--- config.mk ---
export PLATFORM = sky130hd
export DESIGN_NAME = sfrc_assembler
export DESIGN_NICKNAME = d
export VERILOG_FILES = /design/src/rtl/core/sfrc_pkg.sv /design/src/rtl/core/sfrc_assembler.sv
export SDC_FILE = /design/constraint.sdc
export NUM_CORES = 1
export LEC_CHECK = 0
export ABC_AREA = 1
export BUFFER_PORTS_ARGS = -buffer_cell sky130_fd_sc_hd__buf_2
export CORE_MARGIN = 2
export CORE_UTILIZATION = 38
export DETAILED_ROUTE_END_ITERATION = 12
export GPL_TIMING_DRIVEN = 0
export PLACE_DENSITY_LB_ADDON = 0.2
export SYNTH_ARGS = -nofsm -noshare
export SYNTH_HDL_FRONTEND = slang
export SYNTH_SLANG_ARGS = --single-unit
--- constraint.sdc ---
create_clock -name i_clk -period 2.1 [get_ports i_clk]
set_clock_uncertainty 0.1 [all_clocks]
set_input_delay 0.105 -clock i_clk [delete_from_list [all_inputs] [get_ports i_clk]]
set_output_delay 0.105 -clock i_clk [all_outputs]
set_load 0.02 [all_outputs]
--- src/rtl/core/sfrc_pkg.sv ---
// Shared types and constants for the serial frame receiver and checker.
// Used by the frame assembler, the frame checker and the top level.
package sfrc_pkg;

    localparam int unsigned FrameLen     = 10;
    localparam int unsigned StoredBytes  = 8;
    localparam int unsigned PosWidth     = 4;

    localparam logic [7:0] START_BYTE   = 8'h7E;
    localparam logic [7:0] VERSION_BYTE = 8'hFF;
    localparam logic [7:0] LENGTH_BYTE  = 8'h06;
    localparam logic [7:0] END_BYTE     = 8'hEF;

    localparam logic [PosWidth-1:0] POS_HUNT     = 4'd0;
    localparam logic [PosWidth-1:0] POS_FIRST    = 4'd1;
    localparam logic [PosWidth-1:0] POS_SUM_LAST = 4'd6;
    localparam logic [PosWidth-1:0] POS_STORE_LAST = 4'd8;
    localparam logic [PosWidth-1:0] POS_LAST     = 4'd9;

    localparam int unsigned IdxVersion  = 0;
    localparam int unsigned IdxLength   = 1;
    localparam int unsigned IdxCommand  = 2;
    localparam int unsigned IdxFeedback = 3;
    localparam int unsigned IdxParamHi  = 4;
    localparam int unsigned IdxParamLo  = 5;
    localparam int unsigned IdxCheckHi  = 6;
    localparam int unsigned IdxCheckLo  = 7;

    typedef enum logic [2:0] {
        ST_OK           = 3'd0,
        ST_BAD_VERSION  = 3'd1,
        ST_BAD_LENGTH   = 3'd2,
        ST_BAD_END      = 3'd3,
        ST_BAD_CHECKSUM = 3'd4
    } t_status;

    typedef struct packed {
        logic                        last;
        logic [StoredBytes-1:0][7:0] data;
        logic [15:0]                 sum;
    } t_frame;

endpackage

--- src/rtl/core/sfrc_assembler.sv ---
// Frame assembler: start byte hunt, byte position counter, frame bytes and running sum.
// Depends on sfrc_pkg.
module sfrc_assembler (
    input  logic            i_clk,
    input  logic            i_rst_n,
    input  logic            i_take,
    input  logic [7:0]      i_byte,
    output sfrc_pkg::t_frame o_frame
);
    import sfrc_pkg::*;

    logic [PosWidth-1:0]         r_pos, n_pos;
    logic [15:0]                 r_sum, n_sum;
    logic [StoredBytes-1:0][7:0] r_data, n_data;
    logic [PosWidth-1:0]         w_pm1;
    logic                        w_hunt;

    assign w_pm1  = r_pos - POS_FIRST;
    assign w_hunt = (r_pos == POS_HUNT) || (r_pos > POS_LAST);

    always_comb begin
        n_pos  = r_pos;
        n_sum  = r_sum;
        n_data = r_data;
        if (i_take) begin
            if (w_hunt) begin
                n_pos = POS_HUNT;
                if (i_byte == START_BYTE) begin
                    n_pos = POS_FIRST;
                    n_sum = 16'd0;
                end
            end else begin
                if (r_pos <= POS_STORE_LAST) begin
                    n_data[w_pm1[2:0]] = i_byte;
                end
                if (r_pos <= POS_SUM_LAST) begin
                    n_sum = r_sum + {8'd0, i_byte};
                end
                if (r_pos == POS_LAST) begin
                    n_pos = POS_HUNT;
                end else begin
                    n_pos = r_pos + POS_FIRST;
                end
            end
        end
    end

    always_ff @(posedge i_clk) begin
        if (!i_rst_n) begin
            r_pos <= POS_HUNT;
            r_sum <= 16'd0;
        end else begin
            r_pos <= n_pos;
            r_sum <= n_sum;
        end
    end

    always_ff @(posedge i_clk) begin
        r_data <= n_data;
    end

    assign o_frame.last = (r_pos == POS_LAST);
    assign o_frame.data = r_data;
    assign o_frame.sum  = r_sum;

endmodule

==> flow_metrics.tcl, run 1 <==
set metrics [dict create \
    crit_arrival_ns 1.95 \
    die_h_microns 102 \
    cts-htree-levels 3 \
    die_x_microns 102 \
    internal_power_mw 2.36 \
    first_pass_iters 5 \
    reg2reg_depth 7 \
    initial_core_util 0.393 \
    antenna_found_initial 0 \
    setup_viol 0 \
    synth_nets 370 \
    p_leak_nw 1.95 \
    die-area_sq_mm 0.0104 \
    ff2ff_setup_slack_ns 0.08 \
    total_power_mw 3.01 \
    synth_top_cell_by_area "edfxtp_1" \
    cts_made_buffers 9 \
    fin_crit_ns 2.02 \
    ys_types 22 \
    min_path_cells 1 \
    layout-drive-gt1-share 0.314 \
    grt_overflow_total 0 \
    hp-start "i_byte[0]" \
    yosys_warnings 0 \
    place_hpwl_microns 5860 \
    dpl_cell_area_sq_mm 0.00425 \
    boundaryPins 92 \
    avgSynthCellArea_sq_um 10.5 \
    ys.flop_type "edfxtp_1" \
    nets 479 \
    clk_pin_slew_ns 0.09 \
    hold_violations 0 \
    setup.worst_path.end_class "register" \
    pwr_density_cell_mw_per_mm2 648 \
    p_clk_frac 0.379 \
    power_switching_share 0.216 \
    critPathRequiredTime_ns 2.03 \
    place_ws_ns -0.445 \
    cts_buffer_depth 2 \
    worstSetupPathType "reg2reg" \
    diodes 0 \
    insertion_delay_ns 0.35 \
    wl_met1_microns 4010 \
    drc 0 \
    wl_microns 8430 \
    vias 2715 \
    fin_area_sq_mm 0.00465 \
    rows 35 \
    slew_headroom 0.787 \
    tightest_slew_ns 0.319 \
    startpoint_type "register" \
    dr.first_iter.drc_count 136 \
    clock.fmax_mhz 494 \
    highest_layer "met4" \
    wl_met3_microns 482 \
    ir_drop_v 0.000410 \
    grt_max_degree 15 \
    stdcell_count 588 \
    timing.final.ws_setup_ns 0.0766 \
    cts_root_buf "clkbuf_8" \
    netlist_area_sq_mm 0.00363 \
    area_growth_pct 27.9 \
    min_path_type "in2reg" \
    status "finished clean" \
    cts_num_sinks 84 \
    synthCells 345 \
    final_max_slew_viol_count 0 \
    ys_ff_latch 84 \
    dp.cells 565 \
    period_share 0.964 \
    wl_met2_microns 3880 \
    seqPwrFrac 0.591 \
    whs_endpoint "o_frame[40]" \
    cts_tree "built" \
    ys_async_sr_fraction 0 \
    fill_cells 850 \
    synth_common_cells "nand2_1 (80), edfxtp_1 (64), inv_1 (45)" \
    grt.total_usage 0.162 \
    port_buffers 91 \
    switching_power_mw 0.651 \
    synth_seq_area_share 0.639 \
    gp_congestion 0.842 \
    grt_pass1_vias 2408 \
    synth-edff-count 64 \
    synthDominantCellAreaShare 0.529 \
    drv_cap 0 \
    synthTopCellsByArea "edfxtp_1 (53%), dfxtp_1 (11%), nand2_1 (8.3%)" \
    postRouteAntennaNets 0 \
    r2r_end "o_frame[61]" \
    share_comb_of_total_power 0.030 \
    wl_per_cell_microns 14.3 \
    synth.most_common_cell "nand2_1" \
    cp_max_fo 8 \
    r2r-start "r_pos[0]" \
    coreArea_sq_mm 0.00924 \
    grt_pass1_wl_microns 12500 \
    via_per_inst 4.62 \
]
==> kinds of logic after synthesis <==
| logic type | share of synthesized area |
|---|---|
| adders and majority gates | 0.0503 |
| AOI/OAI and AO/OA | 0.0406 |
| xor gates and xnor gates | 0.00482 |
| buffers and inverters | 0.0606 |
| DFF | 0.639 |
| and+or+nand+nor | 0.205 |
==> stage by stage <==
step,hold WS [ns],utilization,setup TNS [ns]
floorplan,0.104,-,0
global placement,0.328,0.460,-21.45
detailed placement,0.332,0.460,-26.04
CTS,0.0105,0.493,-0.155
global route,0.00523,0.503,-0.0912
finish,0.0108,0.503,0
==> timing repair <==
action | in CTS | in global routing
pin swaps | 3 | 7
hold buffers | 1 | 0
setup endpoints to repair | 64 | 66
hold endpoints to repair | 7 | 0
gates resized for setup | 22 | 14
setup buffers | 1 | 5
==> how the worst max path moves through the flow <==
stage / end / startpoint / slack [ns] / cells after the start
after global routing: o_frame[57] / r_pos[1] / -0.01 / 8
after CTS: o_frame[78] / r_pos[1] / -0.02 / 8
after global placement: o_frame[68] / r_pos[0] / -0.39 / 7
after detailed placement: o_frame[68] / r_pos[0] / -0.45 / 7
final: o_frame[61] / r_pos[0] / 0.08 / 7
after floorplan: o_frame[64] / r_pos[0] / 0.02 / 7
==> registers in the layout, summed over array words and instances (netlist names) <==
register and count:
r_sum 16, r_pos 4, o_frame 64
==> metal layers <==
metal / global-route usage / up-vias
met5: 0 / -
met4: 0.0343 / 0
met3: 0.0442 / 4
met2: 0.255 / 88
met1: 0.224 / 1265
li1: - / 1358
==> placed cells by master (no fill, tap or decap), types with 10 or more instances in the layout <==
cell	count
dfxtp_1	18
nand3_1	22
a21oi_1	19
nor2_1	34
ha_1	10
nand2_1	78
buf_2	91
edfxtp_1	64
inv_1	43
==> final cells by class <==
type / count / area, sq um / area share
repair buffers: 98 / 523 / 0.113
flip-flops and latches: 84 / 2330 / 0.501
multi-input cells: 212 / 1220 / 0.262
clock inverters: 5 / 61.3 / 0.0132
inverters: 46 / 178 / 0.0382
clock buffers: 11 / 131 / 0.0283
plain buffers: 3 / 47.5 / 0.0102
well taps: 129 / 161 / 0.0347
==> critical path: stages (launching register included) <==
cell and delay (ns):
dfxtp_4 0.43, inv_6 0.07, ha_1 0.21, nand3_1 0.15, nand2_4 0.09, nor3_4 0.26
nand2_4 0.14, nor2_4 0.27
==> power by group through the flow <==
| stage | combinational [mW] | sequential (mW) | clock [mW] |
|---|---|---|---|
| 6_report | 0.0900 | 1.78 | 1.14 |
| 3_5_place_dp | 0.0881 | 1.82 | 0 |
| 4_1_cts | 0.0907 | 1.78 | 1.17 |
| 5_1_grt | 0.101 | 1.78 | 1.24 |
| 3_3_place_gp | 0.0859 | 1.82 | 0 |
| 2_1_floorplan | 0.0368 | 1.82 | 0 |
(Power assumes the default switching activity.)
==> run 2: changes to the inputs <==
--- a/config.mk
+++ b/config.mk
@@ -8,10 +8,11 @@
 export ABC_AREA = 1
 export BUFFER_PORTS_ARGS = -buffer_cell sky130_fd_sc_hd__buf_2
 export CORE_MARGIN = 2
-export CORE_UTILIZATION = 38
+export CORE_UTILIZATION = 41
 export DETAILED_ROUTE_END_ITERATION = 12
 export GPL_TIMING_DRIVEN = 0
 export PLACE_DENSITY_LB_ADDON = 0.2
+export RECOVER_POWER = 50
 export SYNTH_ARGS = -nofsm -noshare
 export SYNTH_HDL_FRONTEND = slang
 export SYNTH_SLANG_ARGS = --single-unit
==> run 2 against run 1 <==
Net effect:
- first-iteration DRC count rose by 11%
- routed wire length is 1.9% higher
- count of clock-buffer cells in the layout fell by 2
- worst hold slack improved by 0.060 ns
- fmax shrank 0.61%
- global-route usage rose by 1.1 points
- critical path depth is the same
- cell count down 3.6%
- total power rose by 7.0%
- via count up 0.70%
- largest power group unchanged
==> flow_metrics.tcl, run 2 (synthesis results as in run 1) <==
set metrics [dict create \
    met3_usage 0.0408 \
    grt_pass1_wl_microns 13000 \
    status "finished clean" \
    fin_crit_ns 2.04 \
    tns_ns 0 \
    drv_cap 0 \
    hold_violations 0 \
    port_buffers 91 \
    cts_root_buf "clkbuf_8" \
    critPathRequiredTime_ns 2.04 \
    largest_reg_flops 64 \
    tightest_slew_ns 0.666 \
    cp_max_fo 8 \
    min_path_type "in2reg" \
    grtUsageMet1 0.243 \
    final_cell_mix "nand2_1 (78), edfxtp_1 (64), clkbuf_1 (55), inv_1 (43), buf_2 (36)" \
    diodes 0 \
    vias 2734 \
    setup.worst_path.end_class "register" \
    boundaryPins 92 \
    grt_pass1_vias 2508 \
    place_hpwl_microns 5750 \
    grt.total_usage 0.172 \
    initial_core_util 0.419 \
    clock.fmax_mhz 491 \
    setup_viol 0 \
    pwr_density_cell_mw_per_mm2 704 \
    final_common_cell "nand2_1" \
    dr.first_iter.drc_count 151 \
    rows 34 \
    insertion_delay_ns 0.36 \
    ir_drop_v 0.000402 \
    grt_max_degree 17 \
    cts_tree "built" \
    slew_headroom 0.556 \
    postRouteAntennaNets 0 \
    clk_pin_slew_ns 0.09 \
    grt_overflow_total 0 \
    startpoint_type "register" \
    r2r-start "r_pos[0]" \
    die_x_microns 98.2 \
    cts_buffer_depth 2 \
    die-area_sq_mm 0.00963 \
    hp-start "i_take" \
    cts_num_sinks 84 \
    antenna_found_initial 0 \
    worstSetupPathType "reg2reg" \
    p_leak_nw 1.82 \
    coreArea_sq_mm 0.00868 \
    cp-startpoint "r_pos[0]" \
    period_share 0.969 \
    area_growth_pct 26.0 \
    die_h_microns 98.2 \
    grt.busiest_layer "met2" \
    wl_microns 8590 \
    grtUsageMet2 0.272 \
    wl_per_cell_microns 15.1 \
    layout-drive-gt1-share 0.194 \
    nets 479 \
    gp_congestion 0.866 \
    final_max_slew_viol_count 0 \
    drc 0 \
    cts_made_buffers 9 \
    cts-htree-levels 3 \
    hold_slack_ns 0.0712 \
    first_pass_iters 4 \
    via_per_inst 4.82 \
    crit_arrival_ns 1.98 \
]
## run 2: worst paths after layout
kind,endpoint,depth (start not counted),slack (ns)
worst max-delay path,o_frame[57],7,0.06
worst min-delay path,r_pos[2],4,0.07
worst max register to register,o_frame[57],7,0.06
worst min register to register,r_sum[12],2,0.40
## run 2: where the power goes
| part | total (mW) | internal (mW) | switching (mW) |
|---|---|---|---|
| Sequential | 1.78 | 1.78 | 0.000689 |
| Clock | 1.35 | 0.694 | 0.659 |
| Combinational | 0.0890 | 0.0239 | 0.0652 |
| Total | 3.22 | 2.50 | 0.725 |
## run 2: what timing repair did
| item | CTS | global route |
|---|---|---|
| buffers inserted | 0 | 5 |
| gates resized for setup | 21 | 16 |
| pin swaps | 4 | 7 |
| hold endpoints to repair | 11 | 0 |
| endpoints found under the setup margin | 64 | 69 |
| hold buffers | 2 | 0 |
## run 2: metal layers
layer,vias to the layer above,wire [microns]
li1,1363,-
met3,8,480
met4,0,105
met1,1278,4180
met2,85,3820
met5,-,0
## run 2: layout make-up
| class | instances | area (sq um) |
|---|---|---|
| fill | 793 | 4100 |
| timing repair buffer | 98 | 444 |
| tap | 108 | 135 |
| multi-input combinational | 212 | 1210 |
| clock inverter | 7 | 105 |
| sequential | 84 | 2330 |
| inverter | 46 | 180 |
| buffer | 3 | 47.5 |
| clock buffer | 9 | 124 |
## run 2: worst max-delay path, stage by stage (launching register included)
cell and delay, ns:
dfxtp_4 0.43, ha_4 0.17, nand3_4 0.11, nand3_4 0.12
nand2_4 0.08, nor3_4 0.27, nand2_4 0.15, nor2_4 0.28
## run 2: metrics by stage
stage	setup WS (ns)	util	instances	instance area, sq um	power [mW]
global route	-0.0358	0.528	567	4580	3.31
floorplan	0.0155	-	345	3630	1.86
finish	0.0642	0.528	567	4580	3.22
global placement	-0.383	0.487	544	4230	1.91
detailed placement	-0.403	0.487	544	4230	1.91
CTS	-0.00223	0.525	562	4550	3.24
